--- src/hdl/hcb_pkg.sv ---
package hcb_pkg;

  // key matrix and block geometry
  localparam int KEY_DIM   = 4;
  localparam int VAL_W     = 5;
  localparam int IDX_W     = 2;
  localparam int ORDER_W   = 3;
  localparam int KEY_W     = KEY_DIM * VAL_W;
  localparam int LETTER_W  = 8;

  // configuration port
  localparam int CFG_IDX_W  = 3;
  localparam int CFG_DATA_W = KEY_W;

  // mod 26 arithmetic: sum of four 5x5 products fits in 12 bits
  localparam int SUM_W       = 12;
  localparam int RECIP_W     = 12;
  localparam int RECIP_SHIFT = 16;
  localparam int QUO_W       = SUM_W + RECIP_W - RECIP_SHIFT;
  localparam logic [RECIP_W-1:0] RECIP   = 12'd2521;
  localparam logic [SUM_W-1:0]   MODULUS = 12'd26;

  // alphabet
  localparam logic [LETTER_W-1:0] ASCII_LC_A  = 8'h61;
  localparam logic [LETTER_W-1:0] ASCII_UC_A  = 8'h41;
  localparam logic [LETTER_W-1:0] ALPHA_SPAN  = 8'd25;

  // queue between front and back
  localparam int QUEUE_DEPTH = 2;
  localparam int QPTR_W      = 1;
  localparam int QCNT_W      = 2;

  // register indexes
  typedef enum logic [CFG_IDX_W-1:0] {
    CFG_ORDER     = 3'd0,
    CFG_MODE      = 3'd1,
    CFG_KEY_ROW_0 = 3'd2,
    CFG_KEY_ROW_1 = 3'd3,
    CFG_KEY_ROW_2 = 3'd4,
    CFG_KEY_ROW_3 = 3'd5
  } cfg_reg_t;

  localparam logic [ORDER_W-1:0] ORDER_RESET = 3'd2;

  typedef logic [VAL_W-1:0] val_t;
  typedef val_t [KEY_DIM-1:0] block_t;
  typedef logic [KEY_DIM-1:0][KEY_W-1:0] key_rows_t;

  // identity matrix
  localparam key_rows_t KEY_RESET = {20'd32768, 20'd1024, 20'd32, 20'd1};

  // one block job or one error job
  typedef struct packed {
    block_t             vals;
    logic [ORDER_W-1:0] ord;
    logic               decrypt;
    logic               bad;
  } job_t;

  typedef struct packed {
    logic valid;
    job_t job;
  } q_push_t;

  typedef struct packed {
    logic valid;
    job_t job;
  } q_head_t;

endpackage

--- src/hdl/hcb_in_if.sv ---
interface hcb_in_if
  import hcb_pkg::*;
();
  logic                valid;
  logic                ready;
  logic [LETTER_W-1:0] letter;
  logic                message_end;

  modport source (output valid, output letter, output message_end, input ready);
  modport sink (input valid, input letter, input message_end, output ready);
endinterface

--- src/hdl/hcb_out_if.sv ---
interface hcb_out_if
  import hcb_pkg::*;
();
  logic                valid;
  logic                ready;
  logic [LETTER_W-1:0] out_letter;
  logic                block_last;
  logic                bad_input;

  modport source (output valid, output out_letter, output block_last, output bad_input,
                  input ready);
  modport sink (input valid, input out_letter, input block_last, input bad_input,
                output ready);
endinterface

--- src/hdl/hill_cipher_block_unit.sv ---
// Hill cipher, mod 26, one ASCII character per transaction.
// in_ch carries letter and message_end; out_ch carries out_letter, block_last
// and bad_input. Both use valid/ready; a transaction moves when both are high.
// Configuration is written through cfg_we/cfg_idx/cfg_wdata: 0 order, 1 mode,
// 2..5 key rows (inverse matrix for decrypt); write only while idle.
// Throughput: one input transaction per cycle while the queue has room, and one
// result per cycle unless out_ch stalls, from a row sequencer feeding a
// three-stage dot product / mod 26 pipeline. The first letter of a block goes
// from the queue through the stage 1, stage 2 and output registers to out_ch;
// the rest follow one per cycle while out_ch is ready. A bad letter gives one
// error result (letter 0, block_last and bad_input set) the same way, then
// letters are swallowed until message_end. A two-entry job queue sits between
// the letter front end and the result pipeline; when out_ch stalls the pipeline
// holds, the queue fills and in_ch.ready drops. Reset (rst_n low, synchronous)
// empties the queue and the pipeline, clears the partial block and error latch,
// and loads order 2, encrypt mode and the identity key.
module hill_cipher_block_unit
  import hcb_pkg::*;
#(
  parameter int MAX_ORDER = 4
) (
  input  logic                  clk,
  input  logic                  rst_n,
  hcb_in_if.sink                in_ch,
  hcb_out_if.source             out_ch,
  input  logic                  cfg_we,
  input  logic [CFG_IDX_W-1:0]  cfg_idx,
  input  logic [CFG_DATA_W-1:0] cfg_wdata
);

  localparam int ORDER_LIM = (MAX_ORDER < KEY_DIM) ? MAX_ORDER : KEY_DIM;

  logic [ORDER_W-1:0] order_r;
  logic               decrypt_r;
  key_rows_t          key_rows_r;
  logic [ORDER_W-1:0] ord_eff;

  q_push_t push;
  q_head_t head;
  logic    pop, q_full;

  // configuration registers
  always_ff @(posedge clk) begin
    if (!rst_n) begin
      order_r    <= ORDER_RESET;
      decrypt_r  <= 1'b0;
      key_rows_r <= KEY_RESET;
    end else if (cfg_we) begin
      unique case (cfg_reg_t'(cfg_idx))
        CFG_ORDER:     order_r       <= cfg_wdata[ORDER_W-1:0];
        CFG_MODE:      decrypt_r     <= cfg_wdata[0];
        CFG_KEY_ROW_0: key_rows_r[0] <= cfg_wdata[KEY_W-1:0];
        CFG_KEY_ROW_1: key_rows_r[1] <= cfg_wdata[KEY_W-1:0];
        CFG_KEY_ROW_2: key_rows_r[2] <= cfg_wdata[KEY_W-1:0];
        CFG_KEY_ROW_3: key_rows_r[3] <= cfg_wdata[KEY_W-1:0];
        default: ;
      endcase
    end
  end

  // clamp order into 1..limit
  always_comb begin
    if (order_r == '0) begin
      ord_eff = ORDER_W'(1);
    end else if (order_r > ORDER_W'(ORDER_LIM)) begin
      ord_eff = ORDER_W'(ORDER_LIM);
    end else begin
      ord_eff = order_r;
    end
  end

  hcb_front u_front (
    .clk     (clk),
    .rst_n   (rst_n),
    .in_ch   (in_ch),
    .ord_eff (ord_eff),
    .decrypt (decrypt_r),
    .q_full  (q_full),
    .push    (push)
  );

  hcb_queue u_queue (
    .clk   (clk),
    .rst_n (rst_n),
    .push  (push),
    .pop   (pop),
    .head  (head),
    .full  (q_full)
  );

  hcb_back u_back (
    .clk      (clk),
    .rst_n    (rst_n),
    .head     (head),
    .pop      (pop),
    .key_rows (key_rows_r),
    .out_ch   (out_ch)
  );

  // a job is never raised into a full queue
  assert property (@(posedge clk) disable iff (!rst_n) push.valid |-> !q_full)
    else $error("job raised while queue full");

  // error results carry a zero letter and close their block
  assert property (@(posedge clk) disable iff (!rst_n)
    out_ch.valid && out_ch.bad_input |-> out_ch.block_last && (out_ch.out_letter == '0))
    else $error("malformed error result");

  // normal results are always letters of the alphabet
  assert property (@(posedge clk) disable iff (!rst_n)
    out_ch.valid && !out_ch.bad_input |->
      ((out_ch.out_letter >= ASCII_UC_A) && (out_ch.out_letter <= ASCII_UC_A + ALPHA_SPAN)) ||
      ((out_ch.out_letter >= ASCII_LC_A) && (out_ch.out_letter <= ASCII_LC_A + ALPHA_SPAN)))
    else $error("result letter outside alphabet");

  // a pop only happens when the queue holds a job
  assert property (@(posedge clk) disable iff (!rst_n) pop |-> head.valid)
    else $error("pop from empty queue");

endmodule

--- src/hdl/hcb_front.sv ---
module hcb_front
  import hcb_pkg::*;
(
  input  logic               clk,
  input  logic               rst_n,
  hcb_in_if.sink             in_ch,
  input  logic [ORDER_W-1:0] ord_eff,
  input  logic               decrypt,
  input  logic               q_full,
  output q_push_t            push
);

  block_t             blk_r, blk_nxt;
  logic [ORDER_W-1:0] fill_r, fill_nxt;
  logic               bad_r, bad_nxt;

  logic                accept;
  logic [LETTER_W-1:0] in_base;
  logic [LETTER_W-1:0] offset;
  logic                letter_ok;
  logic [ORDER_W-1:0]  fill_inc;

  assign in_ch.ready = !q_full;
  assign accept      = in_ch.valid && in_ch.ready;

  // classify the letter against the expected case
  always_comb begin
    in_base   = decrypt ? ASCII_UC_A : ASCII_LC_A;
    offset    = in_ch.letter - in_base;
    letter_ok = (in_ch.letter >= in_base) && (in_ch.letter <= in_base + ALPHA_SPAN);
    fill_inc  = fill_r + ORDER_W'(1);
  end

  // collect block, raise jobs, track error latch
  always_comb begin
    blk_nxt          = blk_r;
    fill_nxt         = fill_r;
    bad_nxt          = bad_r;
    push.valid       = 1'b0;
    push.job.vals    = blk_r;
    push.job.ord     = ord_eff;
    push.job.decrypt = decrypt;
    push.job.bad     = 1'b0;
    if (accept) begin
      if (!bad_r) begin
        if (!letter_ok) begin
          push.valid   = 1'b1;
          push.job.bad = 1'b1;
          bad_nxt      = 1'b1;
          fill_nxt     = '0;
        end else begin
          blk_nxt[fill_r[IDX_W-1:0]] = offset[VAL_W-1:0];
          push.job.vals              = blk_nxt;
          if (fill_inc >= ord_eff) begin
            push.valid = 1'b1;
            fill_nxt   = '0;
          end else begin
            fill_nxt = fill_inc;
          end
        end
      end
      // end of message drops a partial block and clears the latch
      if (in_ch.message_end) begin
        bad_nxt  = 1'b0;
        fill_nxt = '0;
      end
    end
  end

  always_ff @(posedge clk) begin
    if (!rst_n) begin
      fill_r <= '0;
      bad_r  <= 1'b0;
    end else begin
      fill_r <= fill_nxt;
      bad_r  <= bad_nxt;
    end
  end

  // block payload
  always_ff @(posedge clk) begin
    blk_r <= blk_nxt;
  end

endmodule

--- src/hdl/hcb_queue.sv ---
module hcb_queue
  import hcb_pkg::*;
(
  input  logic    clk,
  input  logic    rst_n,
  input  q_push_t push,
  input  logic    pop,
  output q_head_t head,
  output logic    full
);

  job_t              mem_r [QUEUE_DEPTH];
  logic [QPTR_W-1:0] wr_ptr_r, wr_ptr_nxt;
  logic [QPTR_W-1:0] rd_ptr_r, rd_ptr_nxt;
  logic [QCNT_W-1:0] count_r, count_nxt;
  logic              do_push, do_pop;

  assign full       = (count_r == QCNT_W'(QUEUE_DEPTH));
  assign head.valid = (count_r != '0);
  assign head.job   = mem_r[rd_ptr_r];

  assign do_push = push.valid && !full;
  assign do_pop  = pop && head.valid;

  // pointer and count update
  always_comb begin
    wr_ptr_nxt = do_push ? wr_ptr_r + QPTR_W'(1) : wr_ptr_r;
    rd_ptr_nxt = do_pop ? rd_ptr_r + QPTR_W'(1) : rd_ptr_r;
    count_nxt  = count_r;
    if (do_push && !do_pop) begin
      count_nxt = count_r + QCNT_W'(1);
    end else if (!do_push && do_pop) begin
      count_nxt = count_r - QCNT_W'(1);
    end
  end

  always_ff @(posedge clk) begin
    if (!rst_n) begin
      wr_ptr_r <= '0;
      rd_ptr_r <= '0;
      count_r  <= '0;
    end else begin
      wr_ptr_r <= wr_ptr_nxt;
      rd_ptr_r <= rd_ptr_nxt;
      count_r  <= count_nxt;
    end
  end

  // job storage
  always_ff @(posedge clk) begin
    if (do_push) begin
      mem_r[wr_ptr_r] <= push.job;
    end
  end

endmodule

--- src/hdl/hcb_back.sv ---
module hcb_back
  import hcb_pkg::*;
(
  input  logic      clk,
  input  logic      rst_n,
  input  q_head_t   head,
  output logic      pop,
  input  key_rows_t key_rows,
  hcb_out_if.source out_ch
);

  logic [IDX_W-1:0] row_r, row_nxt;
  logic             issue, row_last;
  logic [SUM_W-1:0] dot_sum;
  logic [KEY_W-1:0] key_row;

  // stage 1: dot product
  logic             s1_valid_r;
  logic [SUM_W-1:0] s1_sum_r;
  logic             s1_last_r, s1_bad_r, s1_dec_r;
  // stage 2: quotient estimate
  logic             s2_valid_r;
  logic [SUM_W-1:0] s2_sum_r;
  logic [QUO_W-1:0] s2_quo_r;
  logic             s2_last_r, s2_bad_r, s2_dec_r;
  // stage 3: output register
  logic                out_valid_r;
  logic [LETTER_W-1:0] out_letter_r;
  logic                out_last_r, out_bad_r;

  logic s1_en, s2_en, s3_en;
  logic [SUM_W+RECIP_W-1:0] recip_prod;
  logic [SUM_W-1:0]         quo_ext, rem_full;
  logic [LETTER_W-1:0]      letter_calc;

  // stall chain from the output backwards
  assign s3_en = !out_valid_r || out_ch.ready;
  assign s2_en = !s2_valid_r || s3_en;
  assign s1_en = !s1_valid_r || s2_en;

  // row sequencer over the head job
  assign row_last = ({1'b0, row_r} == head.job.ord - ORDER_W'(1));
  assign issue    = head.valid && s1_en;
  assign pop      = issue && (head.job.bad || row_last);
  assign row_nxt  = pop ? '0 : (issue ? row_r + IDX_W'(1) : row_r);

  // one row of the key matrix against the block
  always_comb begin
    key_row = key_rows[row_r];
    dot_sum = '0;
    for (int c = 0; c < KEY_DIM; c++) begin
      if (ORDER_W'(c) < head.job.ord) begin
        dot_sum = dot_sum + SUM_W'(key_row[c*VAL_W +: VAL_W]) * SUM_W'(head.job.vals[c]);
      end
    end
  end

  // mod 26 by reciprocal, exact for sums below 4096
  always_comb begin
    recip_prod  = SUM_W'(s1_sum_r) * (SUM_W + RECIP_W)'(RECIP);
    quo_ext     = SUM_W'(s2_quo_r);
    rem_full    = s2_sum_r - quo_ext * MODULUS;
    letter_calc = (s2_dec_r ? ASCII_LC_A : ASCII_UC_A) + LETTER_W'(rem_full[VAL_W-1:0]);
  end

  always_ff @(posedge clk) begin
    if (!rst_n) begin
      row_r       <= '0;
      s1_valid_r  <= 1'b0;
      s2_valid_r  <= 1'b0;
      out_valid_r <= 1'b0;
    end else begin
      row_r <= row_nxt;
      if (s1_en) begin
        s1_valid_r <= issue;
      end
      if (s2_en) begin
        s2_valid_r <= s1_valid_r;
      end
      if (s3_en) begin
        out_valid_r <= s2_valid_r;
      end
    end
  end

  // pipeline payload
  always_ff @(posedge clk) begin
    if (issue) begin
      s1_sum_r  <= dot_sum;
      s1_last_r <= head.job.bad || row_last;
      s1_bad_r  <= head.job.bad;
      s1_dec_r  <= head.job.decrypt;
    end
    if (s2_en && s1_valid_r) begin
      s2_sum_r  <= s1_sum_r;
      s2_quo_r  <= recip_prod[SUM_W+RECIP_W-1:RECIP_SHIFT];
      s2_last_r <= s1_last_r;
      s2_bad_r  <= s1_bad_r;
      s2_dec_r  <= s1_dec_r;
    end
    if (s3_en && s2_valid_r) begin
      out_letter_r <= s2_bad_r ? '0 : letter_calc;
      out_last_r   <= s2_last_r;
      out_bad_r    <= s2_bad_r;
    end
  end

  assign out_ch.valid      = out_valid_r;
  assign out_ch.out_letter = out_letter_r;
  assign out_ch.block_last = out_last_r;
  assign out_ch.bad_input  = out_bad_r;

endmodule
--- src/flat_wrapper.sv ---
// flat-port wrapper written by rule: the top's interface ports become plain ports
module hill_cipher_block_unit_flat import hcb_pkg::*;
#(
  parameter int MAX_ORDER = 4
)
  (clk, rst_n, cfg_we, cfg_idx, cfg_wdata, in_ch_valid, in_ch_letter, in_ch_message_end, in_ch_ready, out_ch_valid, out_ch_out_letter, out_ch_block_last, out_ch_bad_input, out_ch_ready);
  hcb_in_if in_ch_i ();
  hcb_out_if out_ch_i ();
  input  logic clk;
  input  logic rst_n;
  input  logic cfg_we;
  input  logic [CFG_IDX_W-1:0] cfg_idx;
  input  logic [CFG_DATA_W-1:0] cfg_wdata;
  input wire logic [$bits(in_ch_i.valid)-1:0] in_ch_valid;
  input wire logic [$bits(in_ch_i.letter)-1:0] in_ch_letter;
  input wire logic [$bits(in_ch_i.message_end)-1:0] in_ch_message_end;
  output wire logic [$bits(in_ch_i.ready)-1:0] in_ch_ready;
  output wire logic [$bits(out_ch_i.valid)-1:0] out_ch_valid;
  output wire logic [$bits(out_ch_i.out_letter)-1:0] out_ch_out_letter;
  output wire logic [$bits(out_ch_i.block_last)-1:0] out_ch_block_last;
  output wire logic [$bits(out_ch_i.bad_input)-1:0] out_ch_bad_input;
  input wire logic [$bits(out_ch_i.ready)-1:0] out_ch_ready;
  assign in_ch_i.valid = in_ch_valid;
  assign in_ch_i.letter = in_ch_letter;
  assign in_ch_i.message_end = in_ch_message_end;
  assign in_ch_ready = in_ch_i.ready;
  assign out_ch_valid = out_ch_i.valid;
  assign out_ch_out_letter = out_ch_i.out_letter;
  assign out_ch_block_last = out_ch_i.block_last;
  assign out_ch_bad_input = out_ch_i.bad_input;
  assign out_ch_i.ready = out_ch_ready;
  hill_cipher_block_unit #(.MAX_ORDER(MAX_ORDER)) u_core (.clk(clk), .rst_n(rst_n), .in_ch(in_ch_i), .out_ch(out_ch_i), .cfg_we(cfg_we), .cfg_idx(cfg_idx), .cfg_wdata(cfg_wdata));
endmodule
--- config.mk ---
export PLATFORM = sky130hd
export DESIGN_NAME = hill_cipher_block_unit_flat
export DESIGN_NICKNAME = d
export VERILOG_FILES = /design/src/hdl/hcb_pkg.sv /design/src/hdl/hcb_in_if.sv /design/src/hdl/hcb_out_if.sv /design/src/hdl/hill_cipher_block_unit.sv /design/src/hdl/hcb_front.sv /design/src/hdl/hcb_queue.sv /design/src/hdl/hcb_back.sv /design/src/flat_wrapper.sv
export SDC_FILE = /design/constraint.sdc
export NUM_CORES = 1
export LEC_CHECK = 0
export ABC_AREA = 1
export BUFFER_PORTS_ARGS = -buffer_cell sky130_fd_sc_hd__clkbuf_2
export CORE_UTILIZATION = 60
export CTS_CLUSTER_SIZE = 20
export DETAILED_ROUTE_END_ITERATION = 10
export PLACE_DENSITY = 0.86
export SLEW_MARGIN = 10
export SYNTH_ARGS = -nofsm -noshare
export SYNTH_HDL_FRONTEND = slang
export SYNTH_SLANG_ARGS = --single-unit
--- constraint.sdc ---
create_clock -name clk -period 14.2 [get_ports clk]
set_clock_uncertainty 0.05 [all_clocks]
set_input_delay 0.71 -clock clk [delete_from_list [all_inputs] [get_ports clk]]
set_output_delay 0.71 -clock clk [all_outputs]
set_load 0.01 [all_outputs]
==> reports/qor.yml, run 1 <==
final_area_sq_um: 17100
drt-pass1-iter-count: 7
ys_ff_latch: 205
cts_setup_buffers: 0
period_share_pct: 83.5
synth_area_sq_um: 15800
finalWirelength_um: 37300
cap_viol_max_count: 0
crit_path_max_fanout: 33
synth.distinct_cells: 42
grt_util_met2_pct: 51.1
syn_to_final_growth_pct: 7.84
cts_buffers: 22
slowest_delay_ps: 650
die_y_um: 164
root_buffer: "clkbuf_16"
status: "finished, final reports clean"
grt_first_pass_wirelength_um: 60400
drv_slew: 0
critPathSlowestCell: "inv_1"
tns_ps: 0
nNetsFinal: 2289
worst-r2r-setup-slack_ps: 2350
min_path_cells: 0
regArea_sq_um: 5170
synth_fp_nets: 2267
core_area_sq_um: 26000
clk_path_buf_depth: 3
antenna_left: 0
setup_ws_ps: 2350
port_buffers: 48
wl_per_cell_um: 15.9
gr-total-overflow: 0
drt-initial-drc-count: 1163
start_util_pct: 61.0
htree_levels: 1
relSlewSlack_pct: 25.5
cts.sinks: 205
setup_viol: 0
vias: 13200
hold_path_class: "reg2reg"
grt_max_degree: 92
ctsResizeCount: 0
drc: 0
worst-setup-path-type: "reg2reg"
critPathRequiredTime_ps: 14430
clk_pin_slew_ps: 70
use_met3_pct: 3.11
ys_seq_area_share_pct: 32.7
fillers: 2086
n_antenna_cell: 0
place_ws_ps: 2350
fmax_ghz: 0.0844
syn_area_per_cell_sq_um: 8.03
rows: 59
antenna_found_initial: 0
end_kind: "flop"
clk_latency_ps: 520
detailed_place_hpwl_um: 28100
cp_data_arrival_time_ps: 12080
grt.busiest_layer: "met2"
hold_viol_final: 0
hold_buffers: 0
rsz0062_at_grt: "false"
worst_pin_slew_ps: 1120
cts_tree: "built"
multi_input_area_sq_um: 9200
r2r-start: "u_core.u_back.row_r[0]"
holdPathEnd: "u_core.u_back.s2_last_r"
use_met1_pct: 33.9
stdcell_count: 2346
die-area_sq_um: 27100
crit_path_frequent_cell: "fa_1"
syn_inst: 1973
grt_use_total_pct: 28.1
critPathLaunchType: "flop"
worstRegToRegCells: 47
drt-vias-per-instance: 5.62
die_w_um: 164
r2r-end: "u_core.u_back.s1_sum_r[9]"
gp_congestion: 0.898
dp.cells: 2306
hp-start: "u_core.u_back.s1_last_r"
drive_gt1_share_pct: 6.32
ios: 49
ys_warn_count: 0
placed_cell_area_sq_um: 16300
fin_crit_ps: 11850
grt_pass1_vias: 13000
## layout by cell type (no fill, tap or decap), types with 6 or more instances in the layout
cell       count
o21ai_1        8
and2_1         6
nand3_1      128
nand4_1       15
xor2_1        18
o21ai_0      159
fa_1         102
clkbuf_2      48
nor3_1         6
o211ai_1      20
dfxtp_1       98
edfxtp_1     107
inv_1        309
clkbuf_16     22
nand2_1      416
ha_1         155
nor2_1       227
a21oi_1       75
or2_2          9
buf_4         10
xnor2_1       10
## critical path: cells and delay by family, from the launching register on
| family | cells | cell delay [ps] |
|---|---|---|
| XOR/XNOR | 2 | 370 |
| flip-flops | 1 | 320 |
| AND/OR/NAND/NOR | 15 | 1680 |
| adder cells (fa/ha/maj) | 16 | 7250 |
| AO/OA/AOI/OAI | 4 | 790 |
| buffers and inverters | 10 | 1110 |
## cell usage after synthesis
library cell | count | area share [%]
nor3_2 | 2 | 0.13
mux2_2 | 2 | 0.14
nand3_1 | 128 | 4.0
o221ai_1 | 1 | 0.055
buf_1 | 2 | 0.047
clkbuf_1 | 37 | 0.88
inv_1 | 309 | 7.3
o21ai_0 | 159 | 5.0
or2_0 | 2 | 0.079
nor2_1 | 228 | 5.4
nor4_1 | 1 | 0.040
nand3_2 | 1 | 0.063
buf_4 | 2 | 0.095
fa_1 | 102 | 13
edfxtp_1 | 107 | 20
nand2_1 | 416 | 9.9
nand2_2 | 2 | 0.079
mux2i_1 | 5 | 0.32
inv_2 | 5 | 0.12
buf_2 | 15 | 0.47
and2_1 | 6 | 0.24
clkinv_1 | 4 | 0.095
o21a_1 | 3 | 0.14
o21ai_2 | 1 | 0.055
buf_6 | 4 | 0.28
xor2_1 | 18 | 1.0
nand4_1 | 15 | 0.59
dfxtp_1 | 98 | 12
nand3b_1 | 5 | 0.24
nor2_4 | 1 | 0.071
o21bai_2 | 1 | 0.071
o21bai_1 | 2 | 0.095
xnor2_1 | 10 | 0.55
a21oi_1 | 75 | 2.4
nor2_2 | 2 | 0.079
o21ai_4 | 3 | 0.31
o21ai_1 | 8 | 0.25
ha_1 | 155 | 12
or2_2 | 9 | 0.36
nor3_1 | 6 | 0.19
o21bai_4 | 1 | 0.12
o211ai_1 | 20 | 0.95
## logic make-up after synthesis
kind of cell             share of synthesized area (%)
buffers and inverters                             9.31
AND/OR/NAND/NOR                                   21.5
adder cells (fa/ha/maj)                           25.1
AO/OA/AOI/OAI                                     9.44
flip-flops                                        32.7
XOR/XNOR                                          1.55
multiplexers                                     0.458
## stage by stage
| stage | utilization [%] | hold WS [ps] |
|---|---|---|
| after CTS | 65.8 | 391 |
| final | 65.8 | 390 |
| after global placement | 62.7 | 371 |
| after global routing | 65.8 | 392 |
| after floorplan | - | 350 |
| after detailed placement | 62.7 | 377 |
## state kept, by name, indices dropped and copies added (netlist names), 2 cells and up, named ones only
signal and cells:
u_core.key_rows_r 80, u_core.u_queue.mem_r 50, u_core.u_front.blk_r 20, u_core.u_back.s1_sum_r 12
u_core.u_back.out_ch.out_letter 8, u_core.u_back.s2_sum_r 5, u_core.u_back.s2_quo_r 4, u_core.order_r 3
u_core.u_front.fill_r 3, u_core.u_back.row_r 2, u_core.u_queue.count_r 2
## worst max path at each step
stage	depth (start not counted)	from	slack, ps	to
after detailed placement	48	u_core.u_back.row_r[0]	2350	u_core.u_back.s1_sum_r[8]
after CTS	47	u_core.u_back.row_r[0]	2390	u_core.u_back.s1_sum_r[9]
final	47	u_core.u_back.row_r[0]	2350	u_core.u_back.s1_sum_r[9]
after global placement	48	u_core.u_back.row_r[0]	2680	u_core.u_back.s1_sum_r[8]
after floorplan	51	u_core.u_back.row_r[0]	3250	u_core.u_back.s1_sum_r[8]
after global routing	47	u_core.u_back.row_r[0]	1560	u_core.u_back.s1_sum_r[9]
## routing by layer
| metal | wire (um) | up-vias |
|---|---|---|
| met1 | 15000 | 6272 |
| li1 | - | 6381 |
| met5 | 0 | - |
| met3 | 2130 | 88 |
| met4 | 1170 | 0 |
| met2 | 19000 | 440 |
## cell type report
type | count | area share, %
Sequential cell | 205 | 30.3
Timing Repair Buffer | 58 | 1.85
Clock buffer | 27 | 3.57
Multi-Input combinational cell | 1390 | 53.8
Clock inverter | 13 | 1.01
Tap cell | 335 | 2.45
Inverter | 318 | 6.99
Power of run 1 is not shown: default switching activity piles up to over one toggle a cycle in this logic, so the estimate is an artifact.
==> run 2: changes to the inputs <==
- ABC_AREA: 1 -> 0
- CORE_UTILIZATION: 60 -> 58
- PLACE_DENSITY: 0.86 -> 0.87
- clock period: 14.2 -> 10.2 ns (I/O delays scaled with it)
==> run 2 against run 1 <==
Effect of this change: the flow now finishes with violations (setup timing); clock-buffer cell count is 2 higher; synthesized area shrank 5.0%; via count shrank 14%; sequential share of layout area increased by 0.33 points; core utilization rose by 1.0 points; non-clock buffer count grew 43; design area decreased by 1.0%; hold slack worse by 190 ps; critical path depth is 12 lower; worst setup slack lost 2700 ps; critical path type unchanged; critical endpoint is now u_core.u_back.s1_sum_r[10]; largest cell class unchanged.
==> reports/qor.yml, run 2 <==
status: "finished with violations"
violations: "setup timing"
synth_edf_count: 107
syn_to_final_growth_pct: 12.4
hp-start: "cfg_wdata[11]"
finalWirelength_um: 36100
final_cell_mix: "nand2_1, ha_1, inv_1, edfxtp_1, fa_1"
hold_viol_final: 0
ys.flop_type: "edfxtp_1"
hold_path_class: "in2reg"
clk_pin_slew_ps: 60
fin_crit_ps: 10530
rows: 58
syn_area_per_cell_sq_um: 10.2
nNetsFinal: 1853
grt_pass1_vias: 11600
tns_ps: -1490
htree_levels: 1
grt_max_degree: 59
detailed_place_hpwl_um: 26500
rsz0062_at_grt: "true"
cap_viol_max_count: 0
cts.sinks: 205
async_reset_ff_share_pct: 0
cp_data_arrival_time_ps: 10750
grt_first_pass_wirelength_um: 58300
worstRegToRegCells: 35
critPathSlowestCell: "fa_1"
core_area_sq_um: 25300
final_common_cell: "nand2_1"
placed_cell_area_sq_um: 15900
drv_slew: 0
root_buffer: "clkbuf_16"
final_core_util_pct: 66.8
r2r-start: "u_core.u_back.row_r[0]"
fmax_ghz: 0.0950
largest-register: "u_core.key_rows_r"
gp_congestion: 0.932
drt-vias-per-instance: 5.94
worst-r2r-setup-slack_ps: -330
antenna_found_initial: 0
synth_area_sq_um: 15000
die_y_um: 163
r2r-end: "u_core.u_back.s1_sum_r[10]"
slowest_delay_ps: 560
yosysMostFrequentCell: "nand2_1"
path_delay_family: "adder cells"
port_buffers: 48
die-area_sq_um: 26600
period_share_pct: 103
synthTopCellsByArea: "edfxtp_1, fa_1, dfxtp_1, ha_1, nand2_1"
drive_gt1_share_pct: 15.7
critPathLaunchType: "flop"
syn_inst: 1477
drt-initial-drc-count: 813
worst-setup-path-type: "reg2reg"
worst-path-buf-inv: 5
ios: 49
die_w_um: 163
grt_use_total_pct: 28.0
critPathRequiredTime_ps: 10420
ys_seq_area_share_pct: 34.4
crit_path_max_fanout: 5
cp-startpoint: "u_core.u_back.row_r[0]"
setup_ws_ps: -328
synth.distinct_cells: 77
final_area_sq_um: 16900
largest_register_ffs: 80
vias: 11300
drc: 0
worst_pin_slew_ps: 1190
crit_path_frequent_cell: "fa_1"
clk_latency_ps: 540
synth_commonest_cells: "nand2_1, ha_1, inv_1"
relSlewSlack_pct: 20.8
synth_fp_nets: 1771
hold_buffers: 0
synth.top_cell.area_share_pct: 21.4
setup_viol: 6
cts_buffers: 22
end_kind: "flop"
ys_warn_count: 0
ys_ff_latch: 205
yosys.area.top_type: "edfxtp_1"
antenna_left: 0
cts_tree: "built"
drt-pass1-iter-count: 5
start_util_pct: 59.4
clk_path_buf_depth: 3
wl_per_cell_um: 19.0
top_regs: "u_core.key_rows_r x80, u_core.u_queue.mem_r x50, u_core.u_front.blk_r x20"
min_path_cells: 3
place_ws_ps: -385
n_antenna_cell: 0
holdPathEnd: "u_core.key_rows_r[71]"
gr-total-overflow: 0
==> run 2: worst max path at each step <==
stage / to / depth (start not counted) / slack (ps)
6_report: u_core.u_back.s1_sum_r[10] / 35 / -330
2_1_floorplan: u_core.u_back.s1_sum_r[10] / 37 / -80
5_1_grt: u_core.u_back.s1_sum_r[10] / 39 / -660
4_1_cts: u_core.u_back.s1_sum_r[10] / 35 / -90
3_3_place_gp: u_core.u_back.s1_sum_r[10] / 35 / -90
3_5_place_dp: u_core.u_back.s1_sum_r[11] / 33 / -390
==> run 2: final cells by class <==
type / instances / area (sq um)
timing repair buffer: 101 / 642
tap: 330 / 413
multi-input combinational: 1091 / 9470
sequential: 205 / 5180
inverter: 138 / 518
clock inverter: 11 / 85.1
clock buffer: 29 / 608
fill: 1741 / 8410
==> run 2: through the flow <==
step           hold slack, ps  std cells
2_1_floorplan             350       1477
3_3_place_gp              354       1854
3_5_place_dp              355       1854
4_1_cts                   189       1901
5_1_grt                   202       1905
6_report                  198       1905
==> run 2: metal layers <==
layer | track usage [%] | vias to the layer above | share of wire (%) | wire length [um]
met5 | 0 | - | 0 | 0
met4 | 11.7 | 0 | 4.6 | 1670
met3 | 5.31 | 110 | 7.4 | 2660
met2 | 48.5 | 456 | 49 | 17700
met1 | 34.2 | 5553 | 39 | 14100
li1 | - | 5188 | - | -
==> run 2: logic make-up after synthesis <==
kind of cell    count (synthesis)  share of synthesized area, %
simple gates                  471                          14.1
buf+inv                       181                          4.57
fa+ha+maj                     257                          26.5
compound gates                251                          11.2
flops                         205                          34.4
mux                            63                          6.20
xor+xnor                       49                          2.99
==> run 2: timing repair <==
action                     4_1_cts  5_1_grt
setup buffers                    8        6
gates cloned                     0        0
setup endpoints to repair        7        7
resized for setup               16       27
pin swaps                       15       31
==> run 2: worst register-to-register path: cells and delay by family, from the launching register on <==
kind            cells  cell delay [ps]
compound gates      5              800
flops               1              390
xor+xnor            4              560
buf+inv             5              280
simple gates        2              160
mux                 3             1070
fa+ha+maj          16             6960
Power of run 2 is left out for the same reason.
==> run 3: changes to the inputs <==
- CORE_UTILIZATION: 58 -> 60
- PLACE_DENSITY: 0.87 -> 0.86
- RECOVER_POWER: default -> 50
- clock period: 10.2 -> 9.9 ns (I/O delays scaled with it)
==> run 3 against run 2 <==
Effect of this change: the run ends with capacitance limit, slew limit, setup timing left; hold slack improved by 1.7 ps; final cell count is 0.79% higher; fmax increased by 0.37%; worst setup slack worse by 260 ps; clock-buffer cell count increased by 2; wire length shrank 2.7%; non-clock buffer count up 20; sequential share of layout area decreased by 0.10 points; critical path type unchanged; highest routed layer unchanged.
==> reports/qor.yml, run 3 (synthesized netlist as in run 2, its figures left out) <==
final_common_cell: "nand2_1"
gp_congestion: 0.953
cts_buffers: 23
placed_cell_area_sq_um: 16100
ios: 49
crit_cells: 35
syn_to_final_growth_pct: 12.8
final_area_sq_um: 17000
clk_pin_slew_ps: 70
wl_per_cell_um: 18.3
cts_tree: "built"
n_antenna_cell: 0
drt-vias-per-instance: 5.83
die-area_sq_um: 25700
fin_crit_ps: 10490
grt_use_total_pct: 28.5
critPathLaunchType: "flop"
cap_viol_max_count: 1
cp_data_arrival_time_ps: 10720
root_buffer: "clkbuf_16"
drv_slew: 99
final_cell_mix: "nand2_1, ha_1, inv_1, edfxtp_1, fa_1"
crit_path_max_fanout: 4
path_delay_family: "adder cells"
htree_levels: 1
relSlewSlack_pct: -118
crit_path_frequent_cell: "fa_1"
worst-path-buf-inv: 5
core_area_sq_um: 24500
die_w_um: 160
hold_path_class: "in2reg"
die_y_um: 160
setup_viol: 8
drt-pass1-iter-count: 5
worst-r2r-setup-slack_ps: -590
detailed_place_hpwl_um: 25700
status: "finished with violations"
fmax_ghz: 0.0953
gr-total-overflow: 0
start_util_pct: 61.5
period_share_pct: 106
antenna_found_initial: 0
nNetsFinal: 1874
top_regs: "u_core.key_rows_r x80, u_core.u_queue.mem_r x50, u_core.u_front.blk_r x20"
min_path_cells: 3
drt-initial-drc-count: 738
setup_ws_ps: -589
largest_register_ffs: 80
hold_buffers: 0
violations: "capacitance limit, slew limit, setup timing"
critPathSlowestCell: "mux4_2"
tns_ps: -3160
end_kind: "flop"
clk_latency_ps: 530
drc: 0
rsz0062_at_grt: "true"
largest-register: "u_core.key_rows_r"
grt_first_pass_wirelength_um: 58200
finalWirelength_um: 35200
cts.sinks: 205
slowest_delay_ps: 540
grt_max_degree: 99
worst-setup-path-type: "reg2reg"
hold_viol_final: 0
grt_pass1_vias: 11700
drive_gt1_share_pct: 15.2
clk_path_buf_depth: 3
rows: 57
vias: 11200
worst_pin_slew_ps: 3260
antenna_left: 0
critPathRequiredTime_ps: 10130
port_buffers: 48
worstRegToRegCells: 35
## run 3: cell count changes in the layout (fill, tap and decap cells not counted), sizes merged
cell,before,now
clkinv,12,8
buf,53,72
clkbuf,77,80
clkinvlp,0,1
inv,137,139
## run 3: cell type report
| class | instances | area [sq um] |
|---|---|---|
| timing repair buffer | 121 | 771 |
| inverter | 138 | 518 |
| sequential | 205 | 5180 |
| multi-input combinational | 1091 | 9380 |
| fill | 1679 | 7490 |
| clock buffer | 31 | 648 |
| tap | 324 | 405 |
| clock inverter | 10 | 72.6 |
## run 3: routing by layer
layer	wire [um]	track usage [%]	part of all wire (%)
met1	14300	35.8	41
met2	17500	50.3	50
met3	2220	4.11	6.3
met4	1060	9.44	3.0
met5	0	0	0
## run 3: path summary, 6_finish.rpt
path / from / end
max: u_core.u_back.row_r[0] / u_core.u_back.s1_sum_r[10]
max reg2reg: u_core.u_back.row_r[0] / u_core.u_back.s1_sum_r[10]
min: cfg_wdata[6] / u_core.key_rows_r[66]
min reg2reg: u_core.u_back.s1_bad_r / u_core.u_back.s2_bad_r
## run 3: repair_timing
item | in CTS | in global routing
buffers inserted | 7 | 1
setup endpoints to repair | 8 | 8
pin swaps | 23 | 9
resized for setup | 15 | 7
endpoints found under the hold margin | 0 | 0
## run 3: stage by stage
step	hold slack [ps]	util, %	cells	setup WS [ps]
finish	200	69.4	1920	-589
global route	202	69.4	1920	-817
CTS	183	69.3	1921	-489
detailed placement	357	65.9	1874	-594
global placement	354	65.9	1874	-320
floorplan	350	-	1477	-378
## run 3: worst min-delay path: cells and delay by family
family	cells	cell delay, ps
AND/OR/NAND/NOR	1	50
AO/OA/AOI/OAI	1	60
buffers and inverters	1	110
Power of run 3 is left out for the same reason.
